File: src/hw/rtl/fust_pkg.sv
`timescale 1ns / 1ps
// ----------------------------------------------------------------------------
// fust_pkg
// Shared types and codes for the first-unique stream tracker.
// ----------------------------------------------------------------------------
package fust_pkg;

   // widest stream value the design supports, and width of the value ports
   localparam int MAX_VALUE_BITS = 16;
   localparam int PORT_VALUE_BITS = 8;

   typedef enum logic {
      OP_ADD   = 1'b0,
      OP_QUERY = 1'b1
   } op_type;

   typedef enum logic [1:0] {
      ST_ADD_OK   = 2'd0,
      ST_ADD_DROP = 2'd1,
      ST_FOUND    = 2'd2,
      ST_NONE     = 2'd3
   } status_type;

   // occurrence count codes, saturating at two
   localparam logic [1:0] CNT_ONE = 2'd1;
   localparam logic [1:0] CNT_TWO = 2'd2;

   // command passed from the front end to the execution engine
   typedef struct packed {
      op_type                    op;
      logic [MAX_VALUE_BITS-1:0] value;
   } cmd_type;

endpackage

File: src/hw/rtl/fust_ram.sv
`timescale 1ns / 1ps
// ----------------------------------------------------------------------------
// fust_ram
// Generic single-write, single-read RAM with registered read data.
// ----------------------------------------------------------------------------
module fust_ram #(
   parameter int WIDTH = 8,
   parameter int DEPTH = 64
) (
   input  logic                     clock,
   input  logic                     wr_en,
   input  logic [$clog2(DEPTH)-1:0] wr_addr,
   input  logic [WIDTH-1:0]         wr_data,
   input  logic                     rd_en,
   input  logic [$clog2(DEPTH)-1:0] rd_addr,
   output logic [WIDTH-1:0]         rd_data
);

   logic [WIDTH-1:0] mem_ff [DEPTH];
   logic [WIDTH-1:0] rd_data_ff;

   always_ff @(posedge clock) begin
      if (wr_en) begin
         mem_ff[wr_addr] <= wr_data;
      end
      if (rd_en) begin
         rd_data_ff <= mem_ff[rd_addr];
      end
   end

   assign rd_data = rd_data_ff;

endmodule

File: src/hw/rtl/fust_front.sv
`timescale 1ns / 1ps
// ----------------------------------------------------------------------------
// fust_front
// Accepts commands, decodes and masks them, and buffers them in a
// two-entry queue ahead of the execution engine.
// ----------------------------------------------------------------------------
module fust_front #(
   parameter int VALUE_BITS = 8
) (
   input  logic                clock,
   input  logic                reset,
   input  logic                start,
   input  logic                req_operation,
   input  logic [7:0]          req_value,
   input  logic                hold,
   output logic                busy,
   output logic                cmd_valid,
   output fust_pkg::cmd_type   cmd,
   input  logic                cmd_pop
);

   fust_pkg::cmd_type entry_ff [2];
   logic              wr_ptr_ff, wr_ptr_in;
   logic              rd_ptr_ff, rd_ptr_in;
   logic [1:0]        count_ff, count_in;
   logic              push;
   fust_pkg::cmd_type push_cmd;
   logic [fust_pkg::MAX_VALUE_BITS-1:0] value_wide;

   assign busy = count_ff[1] | hold;
   assign push = start & ~busy;

   // drop value bits above VALUE_BITS
   always_comb begin
      value_wide = '0;
      value_wide[fust_pkg::PORT_VALUE_BITS-1:0] = req_value;
      push_cmd.op = fust_pkg::op_type'(req_operation);
      push_cmd.value = '0;
      push_cmd.value[VALUE_BITS-1:0] = value_wide[VALUE_BITS-1:0];
   end

   always_comb begin
      wr_ptr_in = wr_ptr_ff ^ push;
      rd_ptr_in = rd_ptr_ff ^ cmd_pop;
      count_in  = count_ff + {1'b0, push} - {1'b0, cmd_pop};
   end

   always_ff @(posedge clock) begin
      if (reset) begin
         wr_ptr_ff <= 1'b0;
         rd_ptr_ff <= 1'b0;
         count_ff  <= 2'd0;
      end else begin
         wr_ptr_ff <= wr_ptr_in;
         rd_ptr_ff <= rd_ptr_in;
         count_ff  <= count_in;
      end
   end

   always_ff @(posedge clock) begin
      if (push) begin
         entry_ff[wr_ptr_ff] <= push_cmd;
      end
   end

   assign cmd_valid = (count_ff != 2'd0);
   assign cmd       = entry_ff[rd_ptr_ff];

endmodule

File: src/hw/rtl/fust_back.sv
`timescale 1ns / 1ps
// ----------------------------------------------------------------------------
// fust_back
// Execution engine: clears the count table after reset, then runs adds
// (count read-modify-write plus order push) and queries (head pruning).
// ----------------------------------------------------------------------------
module fust_back #(
   parameter int VALUE_BITS  = 8,
   parameter int QUEUE_DEPTH = 64
) (
   input  logic                clock,
   input  logic                reset,
   input  logic                cmd_valid,
   input  fust_pkg::cmd_type   cmd,
   output logic                cmd_pop,
   output logic                init_busy,
   output logic                rsp_strobe,
   output logic [1:0]          rsp_status,
   output logic [7:0]          rsp_unique_value
);

   localparam int NUM_VALUES = 1 << VALUE_BITS;
   localparam int PTR_W  = $clog2(QUEUE_DEPTH);
   localparam int FILL_W = $clog2(QUEUE_DEPTH + 1);
   localparam logic [PTR_W-1:0]  PTR_LAST  = PTR_W'(QUEUE_DEPTH - 1);
   localparam logic [FILL_W-1:0] FILL_FULL = FILL_W'(QUEUE_DEPTH);

   typedef enum logic [5:0] {
      S_CLEAR  = 6'b000001,
      S_IDLE   = 6'b000010,
      S_ADD_RD = 6'b000100,
      S_Q_FIFO = 6'b001000,
      S_Q_CNT  = 6'b010000,
      S_UNUSED = 6'b100000
   } state_type;

   state_type             state_ff, state_in;
   logic [PTR_W-1:0]      head_ff, head_in;
   logic [PTR_W-1:0]      tail_ff, tail_in;
   logic [FILL_W-1:0]     fill_ff, fill_in;
   logic [VALUE_BITS-1:0] clr_addr_ff, clr_addr_in;
   logic [VALUE_BITS-1:0] cur_value_ff, cur_value_in;
   logic                  strobe_ff, strobe_in;
   logic [1:0]            status_ff, status_in;
   logic [7:0]            uvalue_ff, uvalue_in;

   logic                  cnt_wr_en, cnt_rd_en;
   logic [VALUE_BITS-1:0] cnt_wr_addr, cnt_rd_addr;
   logic [1:0]            cnt_wr_data, cnt_rd_data;
   logic                  fifo_wr_en, fifo_rd_en;
   logic [PTR_W-1:0]      fifo_rd_addr;
   logic [VALUE_BITS-1:0] fifo_rd_data;
   logic [VALUE_BITS-1:0] cmd_value;
   logic [fust_pkg::MAX_VALUE_BITS-1:0] head_wide;

   assign cmd_value = cmd.value[VALUE_BITS-1:0];

   always_comb begin
      head_wide = '0;
      head_wide[VALUE_BITS-1:0] = cur_value_ff;
   end

   always_comb begin
      state_in     = state_ff;
      head_in      = head_ff;
      tail_in      = tail_ff;
      fill_in      = fill_ff;
      clr_addr_in  = clr_addr_ff;
      cur_value_in = cur_value_ff;
      strobe_in    = 1'b0;
      status_in    = status_ff;
      uvalue_in    = uvalue_ff;
      cmd_pop      = 1'b0;
      cnt_wr_en    = 1'b0;
      cnt_wr_addr  = cur_value_ff;
      cnt_wr_data  = 2'd0;
      cnt_rd_en    = 1'b0;
      cnt_rd_addr  = cmd_value;
      fifo_wr_en   = 1'b0;
      fifo_rd_en   = 1'b0;
      fifo_rd_addr = head_ff;

      case (state_ff)
         S_CLEAR: begin
            cnt_wr_en   = 1'b1;
            cnt_wr_addr = clr_addr_ff;
            clr_addr_in = clr_addr_ff + 1'b1;
            if (&clr_addr_ff) begin
               state_in = S_IDLE;
            end
         end
         S_IDLE: begin
            if (cmd_valid) begin
               cmd_pop = 1'b1;
               if (cmd.op == fust_pkg::OP_ADD) begin
                  if (fill_ff == FILL_FULL) begin
                     strobe_in = 1'b1;
                     status_in = fust_pkg::ST_ADD_DROP;
                     uvalue_in = 8'd0;
                  end else begin
                     fifo_wr_en   = 1'b1;
                     tail_in      = (tail_ff == PTR_LAST) ? '0 : tail_ff + 1'b1;
                     fill_in      = fill_ff + 1'b1;
                     cnt_rd_en    = 1'b1;
                     cur_value_in = cmd_value;
                     state_in     = S_ADD_RD;
                  end
               end else if (fill_ff == '0) begin
                  strobe_in = 1'b1;
                  status_in = fust_pkg::ST_NONE;
                  uvalue_in = 8'd0;
               end else begin
                  fifo_rd_en = 1'b1;
                  state_in   = S_Q_FIFO;
               end
            end
         end
         S_ADD_RD: begin
            cnt_wr_en   = 1'b1;
            cnt_wr_data = (cnt_rd_data == fust_pkg::CNT_TWO) ? fust_pkg::CNT_TWO
                                                             : cnt_rd_data + 1'b1;
            strobe_in   = 1'b1;
            status_in   = fust_pkg::ST_ADD_OK;
            uvalue_in   = 8'd0;
            state_in    = S_IDLE;
         end
         S_Q_FIFO: begin
            cur_value_in = fifo_rd_data;
            cnt_rd_en    = 1'b1;
            cnt_rd_addr  = fifo_rd_data;
            state_in     = S_Q_CNT;
         end
         S_Q_CNT: begin
            if (cnt_rd_data == fust_pkg::CNT_ONE) begin
               strobe_in = 1'b1;
               status_in = fust_pkg::ST_FOUND;
               uvalue_in = head_wide[7:0];
               state_in  = S_IDLE;
            end else begin
               // head is repeated: retire it for good
               head_in = (head_ff == PTR_LAST) ? '0 : head_ff + 1'b1;
               fill_in = fill_ff - 1'b1;
               if (fill_ff == FILL_W'(1)) begin
                  strobe_in = 1'b1;
                  status_in = fust_pkg::ST_NONE;
                  uvalue_in = 8'd0;
                  state_in  = S_IDLE;
               end else begin
                  fifo_rd_en   = 1'b1;
                  fifo_rd_addr = head_in;
                  state_in     = S_Q_FIFO;
               end
            end
         end
         default: begin
            state_in = S_IDLE;
         end
      endcase
   end

   always_ff @(posedge clock) begin
      if (reset) begin
         state_ff    <= S_CLEAR;
         head_ff     <= '0;
         tail_ff     <= '0;
         fill_ff     <= '0;
         clr_addr_ff <= '0;
         strobe_ff   <= 1'b0;
      end else begin
         state_ff    <= state_in;
         head_ff     <= head_in;
         tail_ff     <= tail_in;
         fill_ff     <= fill_in;
         clr_addr_ff <= clr_addr_in;
         strobe_ff   <= strobe_in;
      end
   end

   always_ff @(posedge clock) begin
      cur_value_ff <= cur_value_in;
      status_ff    <= status_in;
      uvalue_ff    <= uvalue_in;
   end

   fust_ram #(
      .WIDTH (2),
      .DEPTH (NUM_VALUES)
   ) u_count_ram (
      .clock   (clock),
      .wr_en   (cnt_wr_en),
      .wr_addr (cnt_wr_addr),
      .wr_data (cnt_wr_data),
      .rd_en   (cnt_rd_en),
      .rd_addr (cnt_rd_addr),
      .rd_data (cnt_rd_data)
   );

   fust_ram #(
      .WIDTH (VALUE_BITS),
      .DEPTH (QUEUE_DEPTH)
   ) u_order_ram (
      .clock   (clock),
      .wr_en   (fifo_wr_en),
      .wr_addr (tail_ff),
      .wr_data (cmd_value),
      .rd_en   (fifo_rd_en),
      .rd_addr (fifo_rd_addr),
      .rd_data (fifo_rd_data)
   );

   assign init_busy        = (state_ff == S_CLEAR);
   assign rsp_strobe       = strobe_ff;
   assign rsp_status       = status_ff;
   assign rsp_unique_value = uvalue_ff;

endmodule

File: src/hw/rtl/first_unique_stream_tracker_top.sv
`timescale 1ns / 1ps
// ----------------------------------------------------------------------------
// first_unique_stream_tracker_top
// Tracks the oldest stream value seen exactly once; adds push values,
// queries prune repeated head entries and report the head.
// ----------------------------------------------------------------------------
//  channel   ports                                   transfer
//  request   req_operation, req_value                start & !busy
//  response  rsp_status, rsp_unique_value            rsp_strobe (one cycle)
//
//  Add: count read, then count write-back in the engine; a drop or an
//  empty query is answered from idle. Query: an order-RAM read, then a
//  count-RAM read, per head entry examined, in a shared read sequence.
//  After reset the count table is cleared, all 2**VALUE_BITS entries, busy high.
//  A two-entry command queue lets start be taken while the engine works;
//  busy rises when it is full. The receiver cannot stall responses.
// ----------------------------------------------------------------------------
module first_unique_stream_tracker_top #(
   parameter int VALUE_BITS  = 8,
   parameter int QUEUE_DEPTH = 64
) (
   input  logic       clock,
   input  logic       reset,
   input  logic       start,
   output logic       busy,
   input  logic       req_operation,
   input  logic [7:0] req_value,
   output logic       rsp_strobe,
   output logic [1:0] rsp_status,
   output logic [7:0] rsp_unique_value
);

   logic              cmd_valid;
   logic              cmd_pop;
   logic              init_busy;
   fust_pkg::cmd_type cmd;

   fust_front #(
      .VALUE_BITS (VALUE_BITS)
   ) u_front (
      .clock         (clock),
      .reset         (reset),
      .start         (start),
      .req_operation (req_operation),
      .req_value     (req_value),
      .hold          (init_busy),
      .busy          (busy),
      .cmd_valid     (cmd_valid),
      .cmd           (cmd),
      .cmd_pop       (cmd_pop)
   );

   fust_back #(
      .VALUE_BITS  (VALUE_BITS),
      .QUEUE_DEPTH (QUEUE_DEPTH)
   ) u_back (
      .clock            (clock),
      .reset            (reset),
      .cmd_valid        (cmd_valid),
      .cmd              (cmd),
      .cmd_pop          (cmd_pop),
      .init_busy        (init_busy),
      .rsp_strobe       (rsp_strobe),
      .rsp_status       (rsp_status),
      .rsp_unique_value (rsp_unique_value)
   );

endmodule
File: config.mk
export PLATFORM = sky130hd
export DESIGN_NAME = first_unique_stream_tracker_top
export DESIGN_NICKNAME = d
export VERILOG_FILES = /design/src/hw/rtl/fust_pkg.sv /design/src/hw/rtl/fust_ram.sv /design/src/hw/rtl/fust_front.sv /design/src/hw/rtl/fust_back.sv /design/src/hw/rtl/first_unique_stream_tracker_top.sv
export SDC_FILE = /design/constraint.sdc
export NUM_CORES = 2
export LEC_CHECK = 0
export BUFFER_PORTS_ARGS = -buffer_cell sky130_fd_sc_hd__buf_4
export CAP_MARGIN = 30
export CORE_MARGIN = 1.5
export CORE_UTILIZATION = 45
export DETAILED_ROUTE_END_ITERATION = 8
export SYNTH_ARGS = -nofsm -noshare
export SYNTH_HDL_FRONTEND = slang
export SYNTH_SLANG_ARGS = --single-unit
export TNS_END_PERCENT = 5
File: constraint.sdc
create_clock -name clock -period 8.58 [get_ports clock]
set_clock_uncertainty 0.05 [all_clocks]
set_input_delay 1.716 -clock clock [delete_from_list [all_inputs] [get_ports clock]]
set_output_delay 1.716 -clock clock [all_outputs]
set_load 0.05 [all_outputs]
==> key figures <==
Clock tree
  • Resized Gates After CTS: 0
  • TritonCTS clock tree: done
  • Num Clock Sinks: 1107
  • CTS clock-pin slew for the worst setup and hold paths: 0.06 ns
  • CTS Buf Count: 109
  • Clock Tree Root: clkbuf_16
  • Hold buffer count at cts: 0
  • Post-CTS setup buffers: 0
  • Clock buffer depth: 3
  • H-tree levels: 3
  • Worst-skew pair later-pin latency: 0.69 ns

STA
  • Max-slew headroom: 0.320
  • Worst Max-Slew Pin Slew: around 1.0 ns
  • Endpoints failing setup: 0
  • Final period utilization: 0.551
  • Max Fclk: 211 MHz
  • RSZ-0062 raised after global routing: no
  • Final hold vios: 0
  • Final setup margin: between 3 and 4 ns
  • Fin crit period: between 4 and 5 ns
  • Final setup TNS: 0 ns
  • Max-slew violations: 0

Pwr
  • P per Cell Area: 217 mW/mm2
  • Peak supply drop: 0.000168 V
  • Leakage: between 15 and 20 nW

Synthesis
  • Seq/Total Area, Yosys: 0.706
  • Distinct cells, synth: between 80 and 90
  • Syn avg cell area: 13.2 um2
  • Synth Net Count: 3557
  • Post-synthesis register bit count: between 1000 and 1500
  • Mapped Cells: 3532
  • Post-Syn Area: 0.0465 mm2
  • Top_reg_cell synth: edfxtp_1
  • Yosys warnings: 0
  • Post-synth EDFFs: 1070
  • Ys async rst share: 0

Floorplanning
  • Core Area: 0.102 mm2
  • IO Pins: 24
  • Rows: approximately 120
  • Full die area: 0.105 mm2
  • Horiz. Die Dim: 325 um
  • Die height: 325 um
  • Initial core utilization: 0.456

Setup path
  • Largest fanout on the critical path: 19
  • R2R Path End: u_back.u_count_ram.rd_data[1]
  • R2R Setup Slk: between 3 and 4 ns
  • Reg2reg start: u_front.rd_ptr_ff
  • Worst Setup End Kind: primary output
  • Crit Path Class: reg -> out
  • Reg2Reg Depth: 11
  • Type of origin of the critical path: flip-flop
  • CP required: just under 7 ns
  • Arrival @ worst endpoint: roughly 3 ns

Cells and area
  • N_diodes: 0
  • Layout Cells excl Fill: ~5000
  • Commonest non-fill, non-tap cell in the layout: edfxtp_1
  • Most frequent cells in the layout: 1070 x edfxtp_1, 647 x nand2_1, 387 x nor2_1
  • Nets: 3518
  • Fillers: 8787
  • Area grow syn2layout: 10.5%
  • Layout cells sized above 1: 0.0917
  • Fin area: 0.0514 mm2
  • Util after Layout: 0.503

Route
  • DRT Pass-1 Iters: 5
  • Routed Antenna Nets: 0
  • Vias: roughly 29000
  • Vias per cell: 5.82
  • Detailed Route Iter0 Violations: 2538
  • Routed len/inst: around 24 um
  • Routed Wire Length: ~120 mm
  • DRC viols: 0

Flow run
  • Max Cap Viol: 0

Place
  • Port bufs: 23
  • RD Place Congestion: 0.812
  • Post-DP HPWL: between 60 and 70 mm
  • Placed cell count: 4749
  • DP Worst Slack: 4.01 ns
  • Post-placement cell area: roughly 0.048 mm2

Global routing
  • Initial antenna violation count: 1
  • Global route overflow: 0
  • First-pass GRT wire length: 180 mm
  • Gr usage total: 0.225
  • Vias in the first global route: about 28000
  • Largest net degree at the start of global routing: approximately 150

Min path
  • Hold Crit Depth: 2
  • Worst Hold Launch: u_back.clr_addr_ff[1]
  • Hold worst-path end: u_back.clr_addr_ff[1]
  • Hold crit path type: reg -> reg

Run status
  • Status: completed
-- synth_stat cells, types with 33 or more instances --
cell type,instances,area (um2)
nor2_1,387,1450
mux2i_1,183,1830
and3_1,36,225
dfxtp_1,37,741
a21oi_1,85,425
edfxtp_1,1070,32100
a31oi_1,87,544
o21ai_0,33,165
buf_2,74,370
a32oi_1,58,508
nand4_1,64,400
nor4b_1,64,561
nand3_1,199,996
nand2_1,647,2430
clkbuf_1,121,454
-- power by group --
| part | total (W) | switching [W] | leakage [nW] | internal [W] |
|---|---|---|---|---|
| combinational | 0.000538 | 0.000396 | 5.91 | 0.000142 |
| sequential | 0.00594 | 0.0000138 | 8.89 | 0.00592 |
| clock | 0.00468 | 0.00202 | 1.70 | 0.00266 |
| total | 0.0112 | 0.00243 | 16.5 | 0.00873 |
-- metrics by stage --
stage | hold slack [ns] | power (W)
after floorplan | 0.435 | 0.00637
after global placement | 0.453 | 0.00659
after detailed placement | 0.482 | 0.00659
after CTS | 0.494 | 0.0112
after global routing | 0.549 | 0.0115
final | 0.486 | 0.0112
-- final cells by class --
class                      count  area, um2  area share
timing repair buffer          92        768      0.0149
inverter                      22       90.1     0.00175
tap                         1368       1710      0.0333
clock buffer                 153       3030      0.0589
multi-input combinational   2161      12500       0.243
clock inverter                52        438     0.00852
sequential                  1107      32900       0.639
-- registers in the layout (all words and copies together) (netlist names), 2 cells and up --
register	flops
u_back.rsp_unique_value	8
u_back.tail_ff	6
u_back.fill_ff	7
u_front.entry_ff	18
u_back.cur_value_ff	8
u_back.head_ff	6
u_back.u_order_ram.mem_ff	512
u_front.count_ff	2
u_back.u_count_ram.mem_ff	512
u_back.u_count_ram.rd_data	2
u_back.u_order_ram.rd_data	8
u_back.state_ff	5
u_back.clr_addr_ff	8
u_back.rsp_status	2
-- cells by family (layout without fill, tap and decap cells) --
kind of cell | Yosys count | in the layout | share of synthesized area
simple gates | 1493 | 1493 | 0.145
flops | 1107 | 1107 | 0.706
compound gates | 425 | 425 | 0.0675
buf+inv | 264 | 319 | 0.0267
mux | 204 | 204 | 0.0464
xor+xnor | 26 | 26 | 0.00489
fa+ha+maj | 13 | 13 | 0.00349
-- critical path: stages (launching register included) --
cell and delay (ns):
dfxtp_1 0.37, nor3_1 0.63, nand3b_1 0.69, nand2b_1 0.35, buf_4 0.24
-- routing by layer --
layer / wire length, um / track usage
met1: 50200 / 0.300
met2: 59200 / 0.377
met3: 7090 / 0.0327
met4: 3920 / 0.0757
met5: 12 / 0
-- worst max-delay path by stage --
stage / from / to / slack, ns
after floorplan: u_back.state_ff[4] / u_back.u_count_ram.mem_ff[0][0] / 3.38
after global placement: u_front.rd_ptr_ff / u_back.u_count_ram.rd_data[1] / 4.02
after detailed placement: u_front.rd_ptr_ff / u_back.u_count_ram.rd_data[1] / 4.01
after CTS: u_back.state_ff[1] / busy / 3.78
after global routing: u_back.state_ff[1] / busy / 3.58
final: u_back.state_ff[1] / busy / 3.85
Note: power is estimated with default switching activity, not from simulation.
